--- config.mk ---
export PLATFORM = sky130hd
export DESIGN_NAME = c_like_token_scanner
export DESIGN_NICKNAME = d
export VERILOG_FILES = /design/src/rtl/core/cls_pkg.sv /design/src/rtl/core/cls_front.sv /design/src/rtl/core/cls_queue.sv /design/src/rtl/core/cls_back.sv /design/src/rtl/core/c_like_token_scanner.sv
export SDC_FILE = /design/constraint.sdc
export NUM_CORES = 1
export LEC_CHECK = 0
export BUFFER_PORTS_ARGS = -buffer_cell sky130_fd_sc_hd__buf_4
export CORE_MARGIN = 4
export CORE_UTILIZATION = 56
export DETAILED_ROUTE_END_ITERATION = 10
export PLACE_DENSITY_LB_ADDON = 0.1
export SYNTH_ARGS = -nofsm -noshare
export SYNTH_HDL_FRONTEND = slang
export SYNTH_SLANG_ARGS = --single-unit
--- constraint.sdc ---
create_clock -name i_clk -period 6.65 [get_ports i_clk]
set_clock_uncertainty 0.15 [all_clocks]
set_input_delay 0.665 -clock i_clk [delete_from_list [all_inputs] [get_ports i_clk]]
set_output_delay 0.665 -clock i_clk [all_outputs]
set_load 0.005 [all_outputs]
--- src/rtl/core/cls_pkg.sv ---
package cls_pkg;

    localparam int POS_BITS_DEFAULT = 16;
    localparam int QUEUE_DEPTH      = 4;

    localparam logic [1:0] REQ_START  = 2'd0;
    localparam logic [1:0] REQ_BYTE   = 2'd1;
    localparam logic [1:0] REQ_END    = 2'd2;
    // The remaining request code carries no meaning and is ignored.
    localparam logic [1:0] REQ_UNUSED = 2'd3;

    // Token types; the open-token kind uses the same codes, with zero as idle.
    localparam logic [3:0] KIND_IDLE   = 4'd0;
    localparam logic [3:0] TT_BEGIN    = 4'd0;
    localparam logic [3:0] TT_END      = 4'd1;
    localparam logic [3:0] TT_INT      = 4'd2;
    localparam logic [3:0] TT_FLOAT    = 4'd3;
    localparam logic [3:0] TT_WORD     = 4'd4;
    localparam logic [3:0] TT_HASH     = 4'd5;
    localparam logic [3:0] TT_STRING   = 4'd6;
    localparam logic [3:0] TT_COMMENT  = 4'd7;
    localparam logic [3:0] TT_MATH     = 4'd8;
    localparam logic [3:0] TT_GROUP    = 4'd9;

    typedef struct packed {
        logic [3:0]        tok_type;
        logic [15:0]       tok_start;
        logic [15:0]       tok_length;
        logic [7:0]        first_char;
        logic signed [7:0] depth;
        logic              last;
    } t_result;

    // One queue entry holds every result of one input transaction.
    typedef struct packed {
        logic    two;
        t_result res0;
        t_result res1;
    } t_entry;

endpackage

--- src/rtl/core/cls_front.sv ---
module cls_front #(
    parameter int POS_BITS = cls_pkg::POS_BITS_DEFAULT
) (
    input  logic            i_clk,
    input  logic            i_rst_n,
    input  logic            i_accept,
    input  logic [1:0]      i_req_type,
    input  logic [7:0]      i_in_char,
    output logic            o_wr,
    output cls_pkg::t_entry o_entry
);

    localparam int EW = (POS_BITS > 16) ? POS_BITS : 16;

    localparam logic [7:0] CH_SPACE  = 8'h20;
    localparam logic [7:0] CH_TAB    = 8'h09;
    localparam logic [7:0] CH_NL     = 8'h0a;
    localparam logic [7:0] CH_SQUOTE = 8'h27;
    localparam logic [7:0] CH_DQUOTE = 8'h22;
    localparam logic [7:0] CH_HASH   = 8'h23;
    localparam logic [7:0] CH_SLASH  = 8'h2f;
    localparam logic [7:0] CH_BSLASH = 8'h5c;
    localparam logic [7:0] CH_UNDER  = 8'h5f;
    localparam logic [7:0] CH_X      = 8'h78;
    localparam logic [7:0] CH_DOT    = 8'h2e;
    localparam logic [7:0] CH_F      = 8'h66;

    localparam logic signed [7:0] NEST_MAX = 8'sd127;
    localparam logic signed [7:0] NEST_MIN = -8'sd128;

    logic [3:0]          r_kind,  n_kind;
    logic [POS_BITS-1:0] r_begin, n_begin;
    logic [POS_BITS-1:0] r_pos,   n_pos;
    logic [7:0]          r_open,  n_open;
    logic                r_hex,   n_hex;
    logic                r_esc,   n_esc;
    logic signed [7:0]   r_nest,  n_nest;

    logic                f_valid, s_valid;
    cls_pkg::t_result    f_res, s_res, flush_res;
    logic [POS_BITS-1:0] len_w, pos_inc;
    logic                cont;
    logic [7:0]          c;

    function automatic logic [15:0] fit16(input logic [POS_BITS-1:0] v);
        logic [EW-1:0] w;
        w = EW'(v);
        return w[15:0];
    endfunction

    function automatic logic is_digit(input logic [7:0] ch);
        return (ch >= 8'h30) && (ch <= 8'h39);
    endfunction

    function automatic logic is_alpha(input logic [7:0] ch);
        return ((ch >= 8'h61) && (ch <= 8'h7a)) || ((ch >= 8'h41) && (ch <= 8'h5a));
    endfunction

    function automatic logic is_hexletter(input logic [7:0] ch);
        return ((ch >= 8'h61) && (ch <= 8'h66)) || ((ch >= 8'h41) && (ch <= 8'h46));
    endfunction

    function automatic logic is_math(input logic [7:0] ch);
        return (ch == 8'h3c) || (ch == 8'h3e) || (ch == 8'h3d) || (ch == 8'h2b) ||
               (ch == 8'h2d) || (ch == 8'h2a) || (ch == 8'h3f) || (ch == 8'h7c) ||
               (ch == 8'h26) || (ch == 8'h25) || (ch == 8'h5e) || (ch == 8'h3a) ||
               (ch == 8'h3b) || (ch == 8'h2c) || (ch == 8'h2e);
    endfunction

    function automatic logic is_open_br(input logic [7:0] ch);
        return (ch == 8'h28) || (ch == 8'h7b) || (ch == 8'h5b);
    endfunction

    function automatic logic is_close_br(input logic [7:0] ch);
        return (ch == 8'h29) || (ch == 8'h7d) || (ch == 8'h5d);
    endfunction

    assign c       = i_in_char;
    assign pos_inc = (&r_pos) ? r_pos : r_pos + POS_BITS'(1);
    assign len_w   = (r_pos >= r_begin) ? r_pos - r_begin : '0;

    always_comb begin
        flush_res            = '0;
        flush_res.tok_type   = r_kind;
        flush_res.tok_start  = fit16(r_begin);
        flush_res.tok_length = fit16(len_w);
        flush_res.first_char = r_open;
        flush_res.depth      = r_nest;
    end

    always_comb begin
        unique case (r_kind)
            cls_pkg::TT_WORD, cls_pkg::TT_HASH: begin
                cont = is_digit(c) || is_alpha(c) || (c == CH_HASH) || (c == CH_UNDER);
            end
            cls_pkg::TT_COMMENT: cont = (c != CH_NL);
            cls_pkg::TT_INT: begin
                cont = (c == CH_X) || (c == CH_DOT) || (r_hex && is_hexletter(c)) ||
                       is_digit(c);
            end
            cls_pkg::TT_FLOAT: cont = is_digit(c) || (c == CH_F);
            default:           cont = 1'b0;
        endcase
    end

    always_comb begin
        n_kind  = r_kind;
        n_begin = r_begin;
        n_pos   = r_pos;
        n_open  = r_open;
        n_hex   = r_hex;
        n_esc   = r_esc;
        n_nest  = r_nest;
        f_valid = 1'b0;
        s_valid = 1'b0;
        f_res   = flush_res;
        s_res   = '0;
        if (i_accept) begin
            unique case (i_req_type)
                cls_pkg::REQ_START: begin
                    n_kind  = cls_pkg::KIND_IDLE;
                    n_begin = '0;
                    n_pos   = '0;
                    n_open  = '0;
                    n_hex   = 1'b0;
                    n_esc   = 1'b0;
                    n_nest  = '0;
                    s_valid = 1'b1;
                    s_res.tok_type = cls_pkg::TT_BEGIN;
                end
                cls_pkg::REQ_END: begin
                    f_valid          = (r_kind != cls_pkg::KIND_IDLE);
                    s_valid          = 1'b1;
                    s_res.tok_type   = cls_pkg::TT_END;
                    s_res.tok_start  = fit16(r_pos);
                    s_res.depth      = r_nest;
                    n_kind  = cls_pkg::KIND_IDLE;
                    n_begin = '0;
                    n_pos   = '0;
                    n_open  = '0;
                    n_hex   = 1'b0;
                    n_esc   = 1'b0;
                    n_nest  = '0;
                end
                cls_pkg::REQ_BYTE: begin
                    n_pos = pos_inc;
                    if (r_kind == cls_pkg::TT_STRING) begin
                        priority if (r_esc) begin
                            n_esc = 1'b0;
                        end else if (c == r_open) begin
                            f_valid = 1'b1;
                            n_kind  = cls_pkg::KIND_IDLE;
                        end else if (c == CH_BSLASH) begin
                            n_esc = 1'b1;
                        end else begin
                        end
                    end else if ((r_kind != cls_pkg::KIND_IDLE) && cont) begin
                        if (r_kind == cls_pkg::TT_INT) begin
                            priority if (c == CH_X) begin
                                n_hex = 1'b1;
                            end else if (c == CH_DOT) begin
                                n_kind = cls_pkg::TT_FLOAT;
                            end else begin
                            end
                        end
                    end else begin
                        f_valid = (r_kind != cls_pkg::KIND_IDLE);
                        n_kind  = cls_pkg::KIND_IDLE;
                        if ((c != CH_SPACE) && (c != CH_TAB) && (c != CH_NL)) begin
                            n_hex  = 1'b0;
                            n_open = c;
                            s_res.tok_start  = fit16(r_pos);
                            s_res.first_char = c;
                            priority if ((c == CH_SQUOTE) || (c == CH_DQUOTE)) begin
                                n_kind  = cls_pkg::TT_STRING;
                                n_begin = pos_inc;
                                n_esc   = 1'b0;
                            end else if (c == CH_HASH) begin
                                n_kind  = cls_pkg::TT_HASH;
                                n_begin = pos_inc;
                            end else if (c == CH_SLASH) begin
                                n_kind  = cls_pkg::TT_COMMENT;
                                n_begin = r_pos;
                            end else if (is_open_br(c)) begin
                                n_nest         = (r_nest != NEST_MAX) ? r_nest + 8'sd1 : r_nest;
                                s_valid        = 1'b1;
                                s_res.tok_type = cls_pkg::TT_GROUP;
                                s_res.depth    = n_nest;
                            end else if (is_close_br(c)) begin
                                n_nest         = (r_nest != NEST_MIN) ? r_nest - 8'sd1 : r_nest;
                                s_valid        = 1'b1;
                                s_res.tok_type = cls_pkg::TT_GROUP;
                                s_res.depth    = n_nest;
                            end else if (is_math(c)) begin
                                s_valid          = 1'b1;
                                s_res.tok_type   = cls_pkg::TT_MATH;
                                s_res.tok_length = 16'd1;
                                s_res.depth      = r_nest;
                            end else if (is_alpha(c)) begin
                                n_kind  = cls_pkg::TT_WORD;
                                n_begin = r_pos;
                            end else if (is_digit(c)) begin
                                n_kind  = cls_pkg::TT_INT;
                                n_begin = r_pos;
                            end else begin
                            end
                        end
                    end
                end
                default: begin
                end
            endcase
        end
    end

    // Pack the results of this transaction, oldest first, into one entry.
    always_comb begin
        o_wr            = f_valid || s_valid;
        o_entry.two     = f_valid && s_valid;
        o_entry.res0    = f_valid ? f_res : s_res;
        o_entry.res0.last = !(f_valid && s_valid);
        o_entry.res1    = s_res;
        o_entry.res1.last = 1'b1;
    end

    always_ff @(posedge i_clk) begin
        if (!i_rst_n) begin
            r_kind  <= cls_pkg::KIND_IDLE;
            r_begin <= '0;
            r_pos   <= '0;
            r_open  <= '0;
            r_hex   <= 1'b0;
            r_esc   <= 1'b0;
            r_nest  <= '0;
        end else begin
            r_kind  <= n_kind;
            r_begin <= n_begin;
            r_pos   <= n_pos;
            r_open  <= n_open;
            r_hex   <= n_hex;
            r_esc   <= n_esc;
            r_nest  <= n_nest;
        end
    end

endmodule

--- src/rtl/core/cls_queue.sv ---
module cls_queue (
    input  logic            i_clk,
    input  logic            i_rst_n,
    input  logic            i_wr,
    input  cls_pkg::t_entry i_entry,
    input  logic            i_rd,
    output logic            o_full,
    output logic            o_nonempty,
    output cls_pkg::t_entry o_entry
);

    localparam int PW = $clog2(cls_pkg::QUEUE_DEPTH);
    localparam int CW = $clog2(cls_pkg::QUEUE_DEPTH + 1);

    cls_pkg::t_entry r_mem [cls_pkg::QUEUE_DEPTH];
    logic [PW-1:0]   r_wp, r_rp;
    logic [CW-1:0]   r_cnt;
    logic            wr_en, rd_en;

    assign o_full     = (r_cnt == CW'(cls_pkg::QUEUE_DEPTH));
    assign o_nonempty = (r_cnt != '0);
    assign wr_en      = i_wr && !o_full;
    assign rd_en      = i_rd && o_nonempty;
    assign o_entry    = r_mem[r_rp];

    always_ff @(posedge i_clk) begin
        if (wr_en) begin
            r_mem[r_wp] <= i_entry;
        end
    end

    always_ff @(posedge i_clk) begin
        if (!i_rst_n) begin
            r_wp  <= '0;
            r_rp  <= '0;
            r_cnt <= '0;
        end else begin
            if (wr_en) begin
                r_wp <= (r_wp == PW'(cls_pkg::QUEUE_DEPTH - 1)) ? '0 : r_wp + PW'(1);
            end
            if (rd_en) begin
                r_rp <= (r_rp == PW'(cls_pkg::QUEUE_DEPTH - 1)) ? '0 : r_rp + PW'(1);
            end
            if (wr_en && !rd_en) begin
                r_cnt <= r_cnt + CW'(1);
            end else if (rd_en && !wr_en) begin
                r_cnt <= r_cnt - CW'(1);
            end
        end
    end

endmodule

--- src/rtl/core/cls_back.sv ---
module cls_back (
    input  logic             i_clk,
    input  logic             i_rst_n,
    input  logic             i_q_nonempty,
    input  cls_pkg::t_entry  i_q_entry,
    output logic             o_q_rd,
    input  logic             i_pop,
    output logic             o_empty,
    output cls_pkg::t_result o_res
);

    logic            r_valid;
    logic            r_idx;
    cls_pkg::t_entry r_entry;
    logic            take, done;

    assign take    = i_pop && r_valid;
    // The held entry is finished once its final result is taken.
    assign done    = take && !(r_entry.two && !r_idx);
    assign o_q_rd  = i_q_nonempty && (!r_valid || done);
    assign o_empty = !r_valid;
    assign o_res   = r_idx ? r_entry.res1 : r_entry.res0;

    always_ff @(posedge i_clk) begin
        if (o_q_rd) begin
            r_entry <= i_q_entry;
        end
    end

    always_ff @(posedge i_clk) begin
        if (!i_rst_n) begin
            r_valid <= 1'b0;
            r_idx   <= 1'b0;
        end else begin
            if (o_q_rd) begin
                r_valid <= 1'b1;
                r_idx   <= 1'b0;
            end else if (done) begin
                r_valid <= 1'b0;
                r_idx   <= 1'b0;
            end else if (take) begin
                r_idx   <= 1'b1;
            end
        end
    end

endmodule

--- src/rtl/core/c_like_token_scanner.sv ---
// C-like token scanner.
// Input channel: drive i_req_type and i_in_char with push high; the transaction
// is taken at a rising edge where push is high and full is low. A start request
// clears the scanner and yields a BEGIN token, each text byte advances the scan,
// and an end request flushes any open token and then yields an END token.
// Result channel: while empty is low the oldest token sits on the o_ ports; it
// is taken at a rising edge where pop is high. o_last marks the final token of
// the input transaction that caused it (one transaction yields up to two).
// Throughput: one input transaction per cycle while full is low, with the
// scanner state updated in the front stage; one token per cycle leaves the
// output register while pop is high and tokens are waiting. A token is
// written into the queue at the edge that accepts the transaction completing
// it, and the output register loads it from the queue once it is free.
// A four-entry queue sits between the scanner and the output stage, so a stalled
// receiver only backs up the queue; full rises once it holds four transactions'
// worth of tokens and input is then held off until pop frees an entry.
// Reset (synchronous, i_rst_n low) empties the queue and output stage and
// returns the scanner to its idle state with offset and depth at zero.
module c_like_token_scanner #(
    parameter int POS_BITS = cls_pkg::POS_BITS_DEFAULT
) (
    input  logic              i_clk,
    input  logic              i_rst_n,
    input  logic              push,
    output logic              full,
    input  logic [1:0]        i_req_type,
    input  logic [7:0]        i_in_char,
    output logic              empty,
    input  logic              pop,
    output logic [3:0]        o_tok_type,
    output logic [15:0]       o_tok_start,
    output logic [15:0]       o_tok_length,
    output logic [7:0]        o_first_char,
    output logic signed [7:0] o_depth,
    output logic              o_last
);

    logic             accept;
    logic             fe_wr;
    cls_pkg::t_entry  fe_entry;
    logic             q_full;
    logic             q_nonempty;
    logic             q_rd;
    cls_pkg::t_entry  q_entry;
    cls_pkg::t_result out_res;

    // A transaction is taken whenever the queue has room, even if the
    // transaction turns out to produce no tokens.
    assign full   = q_full;
    assign accept = push && !q_full;

    cls_front #(
        .POS_BITS (POS_BITS)
    ) u_front (
        .i_clk      (i_clk),
        .i_rst_n    (i_rst_n),
        .i_accept   (accept),
        .i_req_type (i_req_type),
        .i_in_char  (i_in_char),
        .o_wr       (fe_wr),
        .o_entry    (fe_entry)
    );

    cls_queue u_queue (
        .i_clk      (i_clk),
        .i_rst_n    (i_rst_n),
        .i_wr       (fe_wr),
        .i_entry    (fe_entry),
        .i_rd       (q_rd),
        .o_full     (q_full),
        .o_nonempty (q_nonempty),
        .o_entry    (q_entry)
    );

    cls_back u_back (
        .i_clk        (i_clk),
        .i_rst_n      (i_rst_n),
        .i_q_nonempty (q_nonempty),
        .i_q_entry    (q_entry),
        .o_q_rd       (q_rd),
        .i_pop        (pop),
        .o_empty      (empty),
        .o_res        (out_res)
    );

    assign o_tok_type   = out_res.tok_type;
    assign o_tok_start  = out_res.tok_start;
    assign o_tok_length = out_res.tok_length;
    assign o_first_char = out_res.first_char;
    assign o_depth      = out_res.depth;
    assign o_last       = out_res.last;

`ifndef NO_ASSERTIONS
    // Right after reset nothing can be waiting and input must be open.
    a_reset_clear: assert property (@(posedge i_clk) !i_rst_n |=> empty && !full)
        else $error("output or queue not cleared by reset");

    // A BEGIN token is always alone and carries zero offset, length and depth.
    a_begin_shape: assert property (@(posedge i_clk) disable iff (!i_rst_n)
        (!empty && (o_tok_type == cls_pkg::TT_BEGIN)) |->
        (o_last && (o_tok_start == 16'd0) && (o_tok_length == 16'd0) && (o_depth == 8'sd0)))
        else $error("malformed BEGIN token");

    // END closes its transaction and group tokens never carry text.
    a_end_last: assert property (@(posedge i_clk) disable iff (!i_rst_n)
        (!empty && ((o_tok_type == cls_pkg::TT_END) || (o_tok_type == cls_pkg::TT_GROUP)))
        |-> (o_last && (o_tok_length == 16'd0)))
        else $error("END or group token malformed");

    // The output stage may not drop a token on its own: with no pop it holds.
    a_hold: assert property (@(posedge i_clk) disable iff (!i_rst_n)
        (!empty && !pop) |=> (!empty && $stable(out_res)))
        else $error("pending token changed without pop");
`endif

endmodule
==> flow_metrics.tcl <==
set metrics [dict create \
    clk_pin_slew_ps 60 \
    peakVddDrop_mv 0.212 \
    rr_worst_depth 11 \
    hold_path_depth 3 \
    grt_max_degree 67 \
    place_ws_ps 1840 \
    postPlaceCellArea_sq_um 23400 \
    fmax_ghz 0.231 \
    vias_per_cell 6.15 \
    syn_nets 1555 \
    drtIter0Drc 912 \
    synthTopCellsByArea "edfxtp_1, mux4_2, dfxtp_1" \
    drc 0 \
    final-setup-viol-count 0 \
    syn_area_sq_um 22400 \
    dp_hpwl_mm 29.9 \
    synthAdderAreaFrac_pct 1.86 \
    grt_pass1_vias 13000 \
    synth_mux_area_share_pct 11.8 \
    tns_ps 0 \
    start_kind "primary input" \
    reg2reg_to "u_queue.r_mem[2][76]$_DFFE_PP_" \
    dieWidth_microns 208 \
    coreArea_sq_um 39100 \
    num_vias 13000 \
    synth-xor-area-share_pct 1.29 \
    p_per_area_nw_per_um2 339 \
    netlist_instances 1509 \
    post_cts_resized 0 \
    worstSetupEndpointType "register" \
    synth_top_area_share_pct 59.8 \
    cts_hold_buf 0 \
    overflow 0 \
    start_util_pct 57.2 \
    clk_latency_ps 580 \
    clockBufferDepth 3 \
    cts-root-buf "clkbuf_16" \
    yosysMostFrequentCell "edfxtp_1" \
    synth_top_area_cell "edfxtp_1" \
    route.antenna.remaining_nets 0 \
    fill_cells 2901 \
    worstReg2RegStart "u_front.r_pos[0]$_SDFFE_PN0P_" \
    placementRows 72 \
    critPathMaxFanout 18 \
    totalWireLength_mm 48.3 \
    ys_types 81 \
    area_delta_synth_final_pct 12.0 \
    cts_tree "yes" \
    tightest_slew_ps 1210 \
    place_congestion 0.856 \
    synth_warnings 0 \
    fin_area_sq_um 25000 \
    crit_type "in2reg" \
    drt_pass1_iterations 6 \
    seq_area_frac_synth_pct 65.3 \
    htreeDepth 2 \
    track_usage_pct 22.3 \
    cts_sinks 507 \
    synth-compound-area-share_pct 7.73 \
    slew_violations 0 \
    chipHeight_microns 208 \
    status "finished, final reports clean" \
    reg2reg_slack_ps 2660 \
    crit_start "i_in_char[0]" \
    p_leak_nw 8.52 \
    synth_top_family_by_area "multiplexers" \
    post_cts_buffers 0 \
    avgSynthCellArea_sq_um 14.8 \
    synth-seq-cells 507 \
    maxCapViolations 0 \
    drive_gt1_share_pct 19.7 \
    register_area_sq_um 14600 \
    ys_async_sr_fraction_pct 0 \
    multi_input_area_sq_um 7240 \
    cts_buffers 50 \
    die-area_sq_um 43200 \
    synthTopCellsByCount "edfxtp_1, mux4_2, clkbuf_1" \
    fin_ws_ps 2330 \
    synth_flop_cell "edfxtp_1" \
    io-pin-count 69 \
    min_from "i_in_char[6]" \
    antenna_found_initial 0 \
    final_core_util_pct 64.0 \
    grt_pass1_wl_mm 76.0 \
    crit_required_ps 7000 \
    hold_violations 0 \
    wire_per_inst_microns 22.9 \
    hold-path-endpoint "u_front.r_open[6]$_SDFFE_PN0P_" \
    hp-class "in2reg" \
    diodes 0 \
    p_total_mw 8.48 \
    synth_enable_flop_cells 445 \
    layout.nets 1596 \
    grt_setup_unrepaired "false" \
    yosys.area_share.simple_pct 9.54 \
    io_buffers 68 \
    maxSlewHeadroom_pct 19.5 \
    timing.final.crit_period_ps 4320 \
    cp_data_arrival_time_ps 4670 \
    post-route-period-util_pct 65.0 \
]
## routing by layer
metal  vias to the layer above  part of all wire (%)  track usage [%]  wire (microns)
met5                         -                     0                0               0
met4                         0                   2.0             5.14             967
met3                        69                   4.6             3.94            2220
met2                       299                    50             37.3           24000
met1                      6604                    44             31.0           21200
li1                       5994                     -                -               -
## per-stage QoR
stage / cells / hold WS (ps)
after floorplan: 1509 / 303
after global placement: 2016 / 320
after global routing: 2107 / 266
after CTS: 2107 / 237
final: 2107 / 278
after detailed placement: 2016 / 322
## worst max-delay path: stages
cell	delay (ps)
buf_4	170
or2_1	320
o41ai_2	280
a31oi_1	170
o41ai_4	870
a41oi_2	370
o22a_1	360
inv_2	120
ha_1	190
inv_1	70
fa_1	430
xor2_1	160
or3_1	300
a21boi_0	170
## power by group
part | internal, mW | switching, mW
sequential | 3.93 | 0.178
combinational | 0.765 | 0.759
clock | 1.68 | 1.16
total | 6.37 | 2.10
## cells in the final DEF (no fill, tap or decap), types with 34 or more instances in the layout
cell       count
mux2_2        39
edfxtp_1     445
nor2_1        60
a21boi_1      34
o21ai_0       41
nor3_1        43
nand2_1       68
dfxtp_1       59
clkbuf_16     53
mux4_2        89
buf_4         84
nor2b_1       36
a21oi_1       52
nand4_1       34
inv_1         41
## registers in the layout (all words and copies together) (netlist names)
name and flops:
u_front.r_begin 16, u_back.r_entry 89, u_front.r_kind 3, u_queue.r_cnt 3, u_queue.r_wp 2, u_front.r_hex 1, u_front.r_pos 16, u_front.r_open 8
u_queue.r_rp 2, u_front.r_nest 8, u_queue.r_mem 356, u_front.r_esc 1, u_back.r_valid 1, u_back.r_idx 1
## worst max-delay path by stage
stage                                endpoint  depth (start not counted)
2_1_floorplan   u_queue.r_mem[0][0]$_DFFE_PP_                         11
3_3_place_gp   u_queue.r_mem[1][11]$_DFFE_PP_                         10
3_5_place_dp   u_queue.r_mem[1][11]$_DFFE_PP_                         10
4_1_cts         u_queue.r_cnt[2]$_SDFFE_PN0P_                         14
5_1_grt         u_queue.r_cnt[2]$_SDFFE_PN0P_                         14
6_report        u_queue.r_cnt[2]$_SDFFE_PN0P_                         14
## layout make-up
class,count,area share [%]
clock buffer,61,5.42
clock inverter,30,1.22
inverter,43,0.645
multi-input combinational,860,28.9
sequential,507,58.4
tap,518,2.59
timing repair buffer,88,2.84
## logic make-up after synthesis
group	Yosys count
adders and majority gates	32
AOI/OAI and AO/OA	254
xor gates and xnor gates	33
and+or+nand+nor	395
muxes	146
DFF	507
buffers and inverters	142
Note: power is estimated with default switching activity, not from simulation.
